--- config.mk ---
export PLATFORM = sky130hd
export DESIGN_NAME = usb_midi_packet_router
export DESIGN_NICKNAME = d
export VERILOG_FILES = /design/src/rtl/core/umpr_pkg.sv /design/src/rtl/core/umpr_decode.sv /design/src/rtl/core/umpr_drain.sv /design/src/rtl/core/usb_midi_packet_router.sv
export SDC_FILE = /design/constraint.sdc
export NUM_CORES = 1
export LEC_CHECK = 0
export BUFFER_PORTS_ARGS = -buffer_cell sky130_fd_sc_hd__clkbuf_2
export CORE_AREA = 2 2 155 157
export DETAILED_ROUTE_END_ITERATION = 8
export DIE_AREA = 0 0 157 159
export SLEW_MARGIN = 0
export SYNTH_ARGS = -nofsm -noshare
export SYNTH_HDL_FRONTEND = slang
export SYNTH_SLANG_ARGS = --single-unit
export TNS_END_PERCENT = 100
--- constraint.sdc ---
create_clock -name clock -period 12.8 [get_ports clock]
set_input_delay 2.56 -clock clock [delete_from_list [all_inputs] [get_ports clock]]
set_output_delay 2.56 -clock clock [all_outputs]
set_load 0.01 [all_outputs]
--- src/rtl/core/umpr_pkg.sv ---
`timescale 1ns / 1ps
// shared types and constants of the usb midi packet router
package umpr_pkg;

   localparam int SYSEX_CAPACITY = 128;
   localparam int RESULT_MAX     = 6;
   localparam int RES_IDX_W      = $clog2(RESULT_MAX + 1);

   // result kinds
   localparam logic [2:0] KIND_SYSEX_BYTE = 3'd0;
   localparam logic [2:0] KIND_SYSEX_DONE = 3'd1;
   localparam logic [2:0] KIND_PROGRAM    = 3'd2;
   localparam logic [2:0] KIND_NOTE_LED   = 3'd3;
   localparam logic [2:0] KIND_THRU       = 3'd4;

   // code index numbers
   localparam logic [3:0] CIN_TWO_BYTE_COMMON = 4'h2;
   localparam logic [3:0] CIN_SYSEX_CONT      = 4'h4;
   localparam logic [3:0] CIN_SYSEX_END1      = 4'h5;
   localparam logic [3:0] CIN_SYSEX_END2      = 4'h6;
   localparam logic [3:0] CIN_SYSEX_END3      = 4'h7;
   localparam logic [3:0] CIN_PROGRAM         = 4'hC;
   localparam logic [3:0] CIN_PRESSURE        = 4'hD;
   localparam logic [3:0] CIN_SINGLE_BYTE     = 4'hF;

   localparam logic [7:0] BYTE_SYSEX_START = 8'hF0;
   localparam logic [7:0] BYTE_SYSEX_END   = 8'hF7;

   // status high nibbles
   localparam logic [3:0] STATUS_NOTE_OFF = 4'h8;
   localparam logic [3:0] STATUS_NOTE_ON  = 4'h9;
   localparam logic [3:0] STATUS_PROGRAM  = 4'hC;

   typedef struct packed {
      logic [7:0] third_byte;
      logic [7:0] second_byte;
      logic [7:0] first_byte;
      logic [7:0] header;
   } packet_type;

   typedef struct packed {
      logic [2:0] kind;
      logic [7:0] value;
      logic [7:0] velocity;
      logic [7:0] position;
   } res_entry_type;

   typedef struct packed {
      logic [RES_IDX_W-1:0]                count;
      res_entry_type [RESULT_MAX-1:0]      entry;
   } res_list_type;

endpackage

--- src/rtl/core/umpr_decode.sv ---
`timescale 1ns / 1ps
// packet decode: builds the result list and next sysex state for one packet
module umpr_decode
   import umpr_pkg::*;
(
   input  packet_type   pkt,
   input  logic         in_sysex,
   input  logic [7:0]   sysex_count,
   input  logic         thru_enable,
   output res_list_type list,
   output logic         next_in_sysex,
   output logic [7:0]   next_sysex_count
);

   logic [3:0]             cin;
   logic                   is_sysex;
   logic [2:0][7:0]        pkt_bytes;
   logic [3:0]             s_chain;
   logic [3:0][7:0]        c_chain;
   res_entry_type [RESULT_MAX-1:0] cand;
   logic [RESULT_MAX-1:0]  cand_en;
   logic [1:0]             thru_len;
   logic                   chan_one;

   assign cin       = pkt.header[3:0];
   assign pkt_bytes = {pkt.third_byte, pkt.second_byte, pkt.first_byte};
   assign chan_one  = (pkt.first_byte[3:0] == 4'h0);

   assign is_sysex = (cin == CIN_SYSEX_CONT) || (pkt.first_byte == BYTE_SYSEX_START) ||
                     (in_sysex && ((cin == CIN_SYSEX_END1) || (cin == CIN_SYSEX_END2) ||
                                   (cin == CIN_SYSEX_END3)));

   always_comb begin
      unique case (cin)
         CIN_SYSEX_END1, CIN_SINGLE_BYTE: thru_len = 2'd1;
         CIN_TWO_BYTE_COMMON, CIN_SYSEX_END2, CIN_PROGRAM, CIN_PRESSURE: thru_len = 2'd2;
         default: thru_len = 2'd3;
      endcase
   end

   // sysex chain over the three bytes, one short step each
   always_comb begin
      logic       start_b;
      logic       active_b;
      logic [7:0] c0;
      logic       store_b;
      logic [7:0] c1;
      s_chain[0] = in_sysex;
      c_chain[0] = sysex_count;
      cand       = '0;
      cand_en    = '0;
      for (int i = 0; i < 3; i++) begin
         start_b  = (pkt_bytes[i] == BYTE_SYSEX_START);
         active_b = s_chain[i] || start_b;
         c0       = start_b ? 8'd0 : c_chain[i];
         store_b  = active_b && (c0 < 8'(SYSEX_CAPACITY));
         c1       = store_b ? (c0 + 8'd1) : c0;
         cand[2*i].kind       = KIND_SYSEX_BYTE;
         cand[2*i].value      = pkt_bytes[i];
         cand[2*i].velocity   = 8'd0;
         cand[2*i].position   = c0;
         cand[2*i+1].kind     = KIND_SYSEX_DONE;
         cand[2*i+1].value    = 8'd0;
         cand[2*i+1].velocity = 8'd0;
         cand[2*i+1].position = c1;
         cand_en[2*i]         = store_b;
         cand_en[2*i+1]       = active_b && (pkt_bytes[i] == BYTE_SYSEX_END);
         s_chain[i+1] = active_b ? (pkt_bytes[i] != BYTE_SYSEX_END) : s_chain[i];
         c_chain[i+1] = active_b ? c1 : c_chain[i];
      end

      if (!is_sysex) begin
         cand    = '0;
         cand_en = '0;
         cand[0].value = pkt.second_byte;
         unique case (pkt.first_byte[7:4])
            STATUS_PROGRAM: begin
               cand[0].kind = KIND_PROGRAM;
               cand_en[0]   = chan_one;
            end
            STATUS_NOTE_ON: begin
               cand[0].kind     = KIND_NOTE_LED;
               cand[0].velocity = pkt.third_byte;
               cand_en[0]       = chan_one;
            end
            STATUS_NOTE_OFF: begin
               cand[0].kind = KIND_NOTE_LED;
               cand_en[0]   = chan_one;
            end
            default: begin
               cand[0].kind = KIND_PROGRAM;
            end
         endcase
         for (int j = 0; j < 3; j++) begin
            cand[j+1].kind  = KIND_THRU;
            cand[j+1].value = pkt_bytes[j];
            cand_en[j+1]    = thru_enable && (2'(j) < thru_len);
         end
      end

      if (pkt.header == 8'd0) begin
         cand_en = '0;
      end
   end

   // pack the enabled candidates in order
   always_comb begin
      logic [RES_IDX_W-1:0] n;
      n    = '0;
      list = '0;
      for (int k = 0; k < RESULT_MAX; k++) begin
         if (cand_en[k]) begin
            list.entry[n] = cand[k];
            n = n + 1'b1;
         end
      end
      list.count = n;
   end

   assign next_in_sysex    = (is_sysex && (pkt.header != 8'd0)) ? s_chain[3] : in_sysex;
   assign next_sysex_count = (is_sysex && (pkt.header != 8'd0)) ? c_chain[3] : sysex_count;

endmodule

--- src/rtl/core/umpr_drain.sv ---
`timescale 1ns / 1ps
// result buffer: holds one packet's result list and hands it out one beat a cycle while rsp_tready is high
module umpr_drain
   import umpr_pkg::*;
(
   input  logic         clock,
   input  logic         reset,
   input  logic         load,
   input  res_list_type list,
   output logic         free,
   output logic         rsp_tvalid,
   input  logic         rsp_tready,
   output logic [23:0]  rsp_tdata,   // value, velocity, position
   output logic [2:0]   rsp_tuser,   // kind
   output logic         rsp_tlast
);

   logic [RES_IDX_W-1:0]           count_ff, count_in;
   logic [RES_IDX_W-1:0]           rd_ff, rd_in;
   res_entry_type [RESULT_MAX-1:0] entry_ff;
   res_entry_type                  cur;
   logic                           take;

   assign rsp_tvalid = (count_ff != '0);
   assign rsp_tlast  = (rd_ff == (count_ff - 1'b1));
   assign take       = rsp_tvalid && rsp_tready;
   assign free       = !rsp_tvalid || (take && rsp_tlast);
   assign cur        = entry_ff[rd_ff];
   assign rsp_tdata  = {cur.position, cur.velocity, cur.value};
   assign rsp_tuser  = cur.kind;

   always_comb begin
      count_in = count_ff;
      rd_in    = rd_ff;
      if (load) begin
         count_in = list.count;
         rd_in    = '0;
      end else if (take) begin
         if (rsp_tlast) begin
            count_in = '0;
            rd_in    = '0;
         end else begin
            rd_in = rd_ff + 1'b1;
         end
      end
   end

   always_ff @(posedge clock) begin
      if (reset) begin
         count_ff <= '0;
         rd_ff    <= '0;
      end else begin
         count_ff <= count_in;
         rd_ff    <= rd_in;
      end
   end

   always_ff @(posedge clock) begin
      if (load) begin
         entry_ff <= list.entry;
      end
   end

`ifndef SYNTHESIS
   assert property (@(posedge clock) disable iff (reset)
      count_ff <= RES_IDX_W'(RESULT_MAX))
      else $error("result count above list size");
   assert property (@(posedge clock) disable iff (reset)
      (count_ff != '0) |-> (rd_ff < count_ff))
      else $error("read index past end of list");
   assert property (@(posedge clock) disable iff (reset)
      load |-> free)
      else $error("list loaded over undelivered results");
`endif

endmodule

--- src/rtl/core/usb_midi_packet_router.sv ---
`timescale 1ns / 1ps
// usb midi event packet router top level: input stage, sysex state, decode and result buffer
//
//  port group   dir  payload
//  req_         in   tdata: header, first_byte, second_byte, third_byte
//  rsp_         out  tdata: value, velocity, position; tuser: kind; tlast: last
//  csr_         in   wr_data: thru_enable
//
//  a packet is held in the input register, is decoded in one pass and
//  loaded into the result buffer, which gives 0 to 6 beats, one a cycle
//  while rsp_tready is high;
//  stalls on rsp_ back up through the buffer into the input register
//  synchronous active-high reset clears sysex state, thru enable and valids
module usb_midi_packet_router
   import umpr_pkg::*;
(
   input  logic        clock,
   input  logic        reset,
   input  logic        req_tvalid,
   output logic        req_tready,
   input  logic [31:0] req_tdata,    // header, first_byte, second_byte, third_byte
   output logic        rsp_tvalid,
   input  logic        rsp_tready,
   output logic [23:0] rsp_tdata,    // value, velocity, position
   output logic [2:0]  rsp_tuser,    // kind
   output logic        rsp_tlast,
   input  logic        csr_wr_en,
   input  logic        csr_wr_data
);

   packet_type   pkt_ff;
   logic         pkt_valid_ff, pkt_valid_in;
   logic         in_sysex_ff, in_sysex_in;
   logic [7:0]   sysex_count_ff, sysex_count_in;
   logic         thru_enable_ff, thru_enable_in;
   logic         req_fire;
   logic         load;
   logic         buf_free;
   res_list_type list;
   logic         next_in_sysex;
   logic [7:0]   next_sysex_count;

   assign load       = pkt_valid_ff && buf_free;
   assign req_tready = !pkt_valid_ff || buf_free;
   assign req_fire   = req_tvalid && req_tready;

   umpr_decode u_decode (
      .pkt              (pkt_ff),
      .in_sysex         (in_sysex_ff),
      .sysex_count      (sysex_count_ff),
      .thru_enable      (thru_enable_ff),
      .list             (list),
      .next_in_sysex    (next_in_sysex),
      .next_sysex_count (next_sysex_count)
   );

   umpr_drain u_drain (
      .clock      (clock),
      .reset      (reset),
      .load       (load),
      .list       (list),
      .free       (buf_free),
      .rsp_tvalid (rsp_tvalid),
      .rsp_tready (rsp_tready),
      .rsp_tdata  (rsp_tdata),
      .rsp_tuser  (rsp_tuser),
      .rsp_tlast  (rsp_tlast)
   );

   always_comb begin
      pkt_valid_in   = pkt_valid_ff;
      in_sysex_in    = in_sysex_ff;
      sysex_count_in = sysex_count_ff;
      thru_enable_in = csr_wr_en ? csr_wr_data : thru_enable_ff;
      if (load) begin
         pkt_valid_in   = 1'b0;
         in_sysex_in    = next_in_sysex;
         sysex_count_in = next_sysex_count;
      end
      if (req_fire) begin
         pkt_valid_in = 1'b1;
      end
   end

   always_ff @(posedge clock) begin
      if (reset) begin
         pkt_valid_ff   <= 1'b0;
         in_sysex_ff    <= 1'b0;
         sysex_count_ff <= 8'd0;
         thru_enable_ff <= 1'b0;
      end else begin
         pkt_valid_ff   <= pkt_valid_in;
         in_sysex_ff    <= in_sysex_in;
         sysex_count_ff <= sysex_count_in;
         thru_enable_ff <= thru_enable_in;
      end
   end

   always_ff @(posedge clock) begin
      if (req_fire) begin
         pkt_ff <= req_tdata;
      end
   end

`ifndef SYNTHESIS
   assert property (@(posedge clock) disable iff (reset)
      sysex_count_ff <= 8'(SYSEX_CAPACITY))
      else $error("sysex count above capacity");
   assert property (@(posedge clock) disable iff (reset)
      (pkt_valid_ff && !buf_free) |=> (pkt_valid_ff && $stable(pkt_ff)))
      else $error("held packet lost or changed");
   assert property (@(posedge clock) disable iff (reset)
      (!load) |=> ($stable(in_sysex_ff) && $stable(sysex_count_ff)))
      else $error("sysex state changed without a packet");
`endif

endmodule

**Word level (Yosys, flattened, before mapping)**

Cells that the tools add are included.

- Register bits after elaboration: 211
- Word-level logic and storage cells: 181

- Add/sub/neg operators: 10
- $lt $le $gt $ge: 17
- Equal/unequal tests: 21
- Muxes and demuxes: 54
- Reductions and logical operators: 45

Operators by type and width:

| kind | number |
|---|---|
| $bwmux W162 | 5 |
| $mux W162 | 5 |
| $demux W27 S3 | 5 |
| $mux W27 | 7 |
| $mux W160 | 1 |
| $bmux W27 S3 | 1 |
| $mux W8 | 10 |
| $eq A8 B8 Y1 const B | 6 |
| $mux W3 | 9 |
| $add A8 B1 Y8 const B | 3 |
| $eq A4 B4 Y1 const B | 6 |
| $lt A8 B8 Y1 const B | 3 |
| $ne A8 B8 Y1 const B | 3 |
| $logic_and A1 B1 Y1 | 20 |
| $lt A3 B4 Y1 const B | 5 |
| $eq A4 B3 Y1 const B | 4 |
| $add A3 B1 Y3 const B | 5 |
| $ge A3 B1 Y1 const B | 4 |
| $mux W6 | 2 |
| $logic_or A1 B1 Y1 | 9 |
| $logic_not A8 Y1 | 1 |
| $mux W1 | 8 |
| $reduce_bool A8 Y1 | 1 |
| $reduce_bool A2 Y1 | 3 |
| other kinds (16) | 21 |

**Depth between registers and ports, before layout**

- Word-level depth: 31
- Mapped depth: 23
- Depth with buffers taken out: 19

**Hierarchy**

From an unflattened synthesis, not the netlist that was laid out.

- Cells, all modules: 1179
- Area, all modules: 12777.3 sq um

Modules (own cells, without submodules):

| module | instances | cells each | area each (sq um) | seq. area each (sq um) |
|---|---|---|---|---|
| umpr_drain | 1 | 323 | 6433.7 | 4984.8 |
| umpr_decode | 1 | 774 | 4793.3 | 0.0 |
| usb_midi_packet_router | 1 | 82 | 1550.2 | 1181.1 |

**Worst setup path after synthesis**

Ideal clock, no wire load.

- Path type: input port to flip-flop
- From: input rsp_tready
- To: register in_sysex_ff
- Setup time: 0.128 ns
- Arrival time: 6.363 ns
- Data required time: 12.672 ns
- Path slack: 6.309 ns
- Stages: 8
- Buffers on the path: 0
- Cell sequence: nand3_1 -> nand2_1 -> nand2_1 -> clkinv_1 -> nand2_1 -> nor3_1 -> a21oi_1 -> nor2_1

- Cells in the longest elaborated chain, start to end: 5

RTL lines:

| what | line | RTL |
|---|---|---|
| start, declared | usb_midi_packet_router.sv:23 | `input logic rsp_tready,` |
| $logic_and A1 B1 Y1 | umpr_drain.sv:26 | `assign take = rsp_tvalid && rsp_tready;` |
| $logic_and A1 B1 Y1 | umpr_drain.sv:27 | `assign free = !rsp_tvalid \|\| (take && rsp_tlast);` |
| $logic_or A1 B1 Y1 | umpr_drain.sv:27 |  |
| $logic_and A1 B1 Y1 | usb_midi_packet_router.sv:43 | `assign load = pkt_valid_ff && buf_free;` |
| net load | usb_midi_packet_router.sv:37 | `logic load;` |
| $reduce_and A2 Y1 (no source line) | - |  |
| end signal, assigned | usb_midi_packet_router.sv:93 | `in_sysex_ff <= in_sysex_in;` |
| end, declared | usb_midi_packet_router.sv:33 | `logic in_sysex_ff, in_sysex_in;` |

The timed path passes the listed nets, and every way through them passes these cells.
A chain may end at the register's enable or synchronous reset.

==> qor.yml <==
status: "completed"
core_area_um2: 23200
path_clk_slew_ns: 0.08
power.density_nw_per_um2: 114
ys_top_cells_by_area: "edfxtp_1 43%, mux4_2 3.9%, nor2_1 3.4%"
netlist_instances: 1001
hp-class: "reg2reg"
clock-sinks: 166
cp.arrival_ns: 6.42
dpl.hpwl_um: 24000
io_buffers: 67
ctsResizeCount: 0
worst_setup_path_start_kind: "register"
leakage_nw: 4.00
synth-warning-count: 0
min_period_ns: 6.24
rsz0062_at_grt: "false"
slew_headroom: 0.280
cts_buffer_depth: 2
drcViolationCount: 0
viasPerCell: 6.25
synth_area_um2: 10400
gp_congestion: 1.02
numCtsBuffers: 17
synth.net_count: 1053
antennaDiodeCount: 0
synth_common_cells: "149 x edfxtp_1, 95 x nor2_1, 69 x nand2_1"
post_drt_wl_per_cell_um: 23.7
synth_edf_count: 149
layout.nets: 1090
synth_area_per_cell_um2: 10.3
drt_first_iter_violations: 1052
dr.pass1.iters: 7
peakVddDrop_uv: 79.2
num_rows: 56
crit_required_ns: 12.97
end_kind: "register"
worst_slew_pin_slew_ns: 1.08
setup_tns_ns: 0
ys_seq_elements: 166
ios: 68
grt_max_degree: 84
yosysUniqueCellTypes: 98
post-route-period-util: 0.488
clock.fmax_mhz: 160
track_usage: 0.264
antenna_found_initial: 0
instances_no_fill: 1370
die_area_um2: 25000
final_core_util: 0.499
drive_above_1_share: 0.181
post-cts-setup-buffers: 0
fin_worst_skew_ns: 0.0139
insertion_delay_ns: 0.44
ys_seq_area_frac: 0.465
htree_levels: 4
grt_pass1_vias: 7967
cts_tree: "done"
dp_cells: 1338
cts-root-buf: "clkbuf_16"
synth_top_area_share: 0.432
grt-ovfl-total: 0
die_h_um: 159
initial_utilization: 0.447
cp_max_fo: 33
ys.flop_type: "edfxtp_1"
ctsHoldBuffers: 0
routed_wl_um: 32500
maxCapViolCount: 0
setup_viol: 0
yosysMostFrequentCell: "edfxtp_1"
drv_slew: 0
async_reset_ff_frac: 0
drt.antenna.violating_nets: 0
synth_top_area_cell: "edfxtp_1"
area_delta_synth_final_pct: 11.7
vias: 8558
crit_type: "reg2reg"
chipWidth_um: 157
grt_pass1_wl_um: 49300
final-hold-violation-count: 0
routing by layer:
| layer | global-route usage | wire length [um] | up-vias |
|---|---|---|---|
| met3 | 0.0555 | 3000 | 52 |
| met5 | 0 | 0 | - |
| met4 | 0.0751 | 692 | 0 |
| met2 | 0.371 | 13800 | 444 |
| met1 | 0.409 | 15000 | 4134 |
| li1 | - | - | 3928 |
power breakdown:
group	total, mW	leakage, nW	switching, mW	internal [mW]
clock	0.525	0.291	0.260	0.265
sequential	0.641	1.62	0.0188	0.622
combinational	0.153	2.09	0.0966	0.0561
state kept, by name, summed over array words and instances, names as in the netlist:
name	flops
in_sysex_ff	1
u_drain.entry_ff	117
u_drain.count_ff	3
thru_enable_ff	1
u_drain.rd_ff	3
sysex_count_ff	8
pkt_valid_ff	1
pkt_ff	32
cells in the final DEF (no fill, tap or decap), types with 13 or more instances in the layout:
master / n
xnor2_1: 13
buf_4: 17
clkbuf_2: 67
o22ai_1: 46
nand2_1: 69
and2_1: 24
nand3_1: 34
o21ai_0: 27
inv_1: 32
dfxtp_1: 16
mux2i_1: 24
nor3_1: 28
clkbuf_16: 17
nor2b_1: 18
a21oi_1: 53
ha_1: 13
nor2_1: 95
a22oi_1: 36
nor4_1: 13
or3_1: 15
mux4_2: 18
edfxtp_1: 149
per-stage QoR:
step / area, um2 / total power, mW / setup WS (ns) / hold WS, ns
floorplan: 10400 / 0.756 / 6.31 / 0.459
global placement: 11000 / 0.803 / 6.85 / 0.496
detailed placement: 11000 / 0.805 / 6.75 / 0.501
CTS: 11600 / 1.32 / 6.74 / 0.511
global route: 11600 / 1.37 / 6.22 / 0.556
finish: 11600 / 1.32 / 6.56 / 0.507
cell type report:
type | instances | area (um2)
Fill cell | 2157 | 11600
Multi-Input combinational cell | 732 | 5140
Sequential cell | 166 | 4820
Timing Repair Buffer | 84 | 463
Clock buffer | 17 | 425
Tap cell | 319 | 399
Clock inverter | 15 | 183
Inverter | 37 | 141
final timing paths:
| kind | to | startpoint | slack [ns] | depth (start not counted) |
|---|---|---|---|---|
| worst max-delay path | u_drain.entry_ff[6] | pkt_ff[9] | 6.56 | 17 |
| worst min-delay path | u_drain.count_ff[0] | u_drain.count_ff[0] | 0.51 | 2 |
| worst max register to register | u_drain.entry_ff[6] | pkt_ff[9] | 6.56 | 17 |
| worst min register to register | u_drain.count_ff[0] | u_drain.count_ff[0] | 0.51 | 2 |
worst max-delay path, cell delays in order, from the launching register on:
cell and delay (ns):
edfxtp_1 0.46, nor4_2 0.67, a22o_2 0.73, nand2_1 0.37, a21oi_1 0.47, inv_1 0.09, ha_1 0.24, and3_1 0.35
nor2_1 0.17, ha_1 0.26, nand3_1 0.09, o31ai_2 0.14, ha_1 0.36, a211oi_1 0.27, a21oi_2 0.10, nor3_4 0.83
nand3b_1 0.22, o2111ai_1 0.12
cells by family (layout without fill, tap and decap cells):
family	count (synthesis)	after routing	synth area share
and+or+nand+nor	372	372	0.193
buffers and inverters	103	153	0.0414
DFF	166	166	0.465
AOI/OAI and AO/OA	279	279	0.193
muxes	45	45	0.0656
adders and majority gates	14	14	0.0176
xor gates and xnor gates	22	22	0.0248
(Power assumes the default switching activity.)
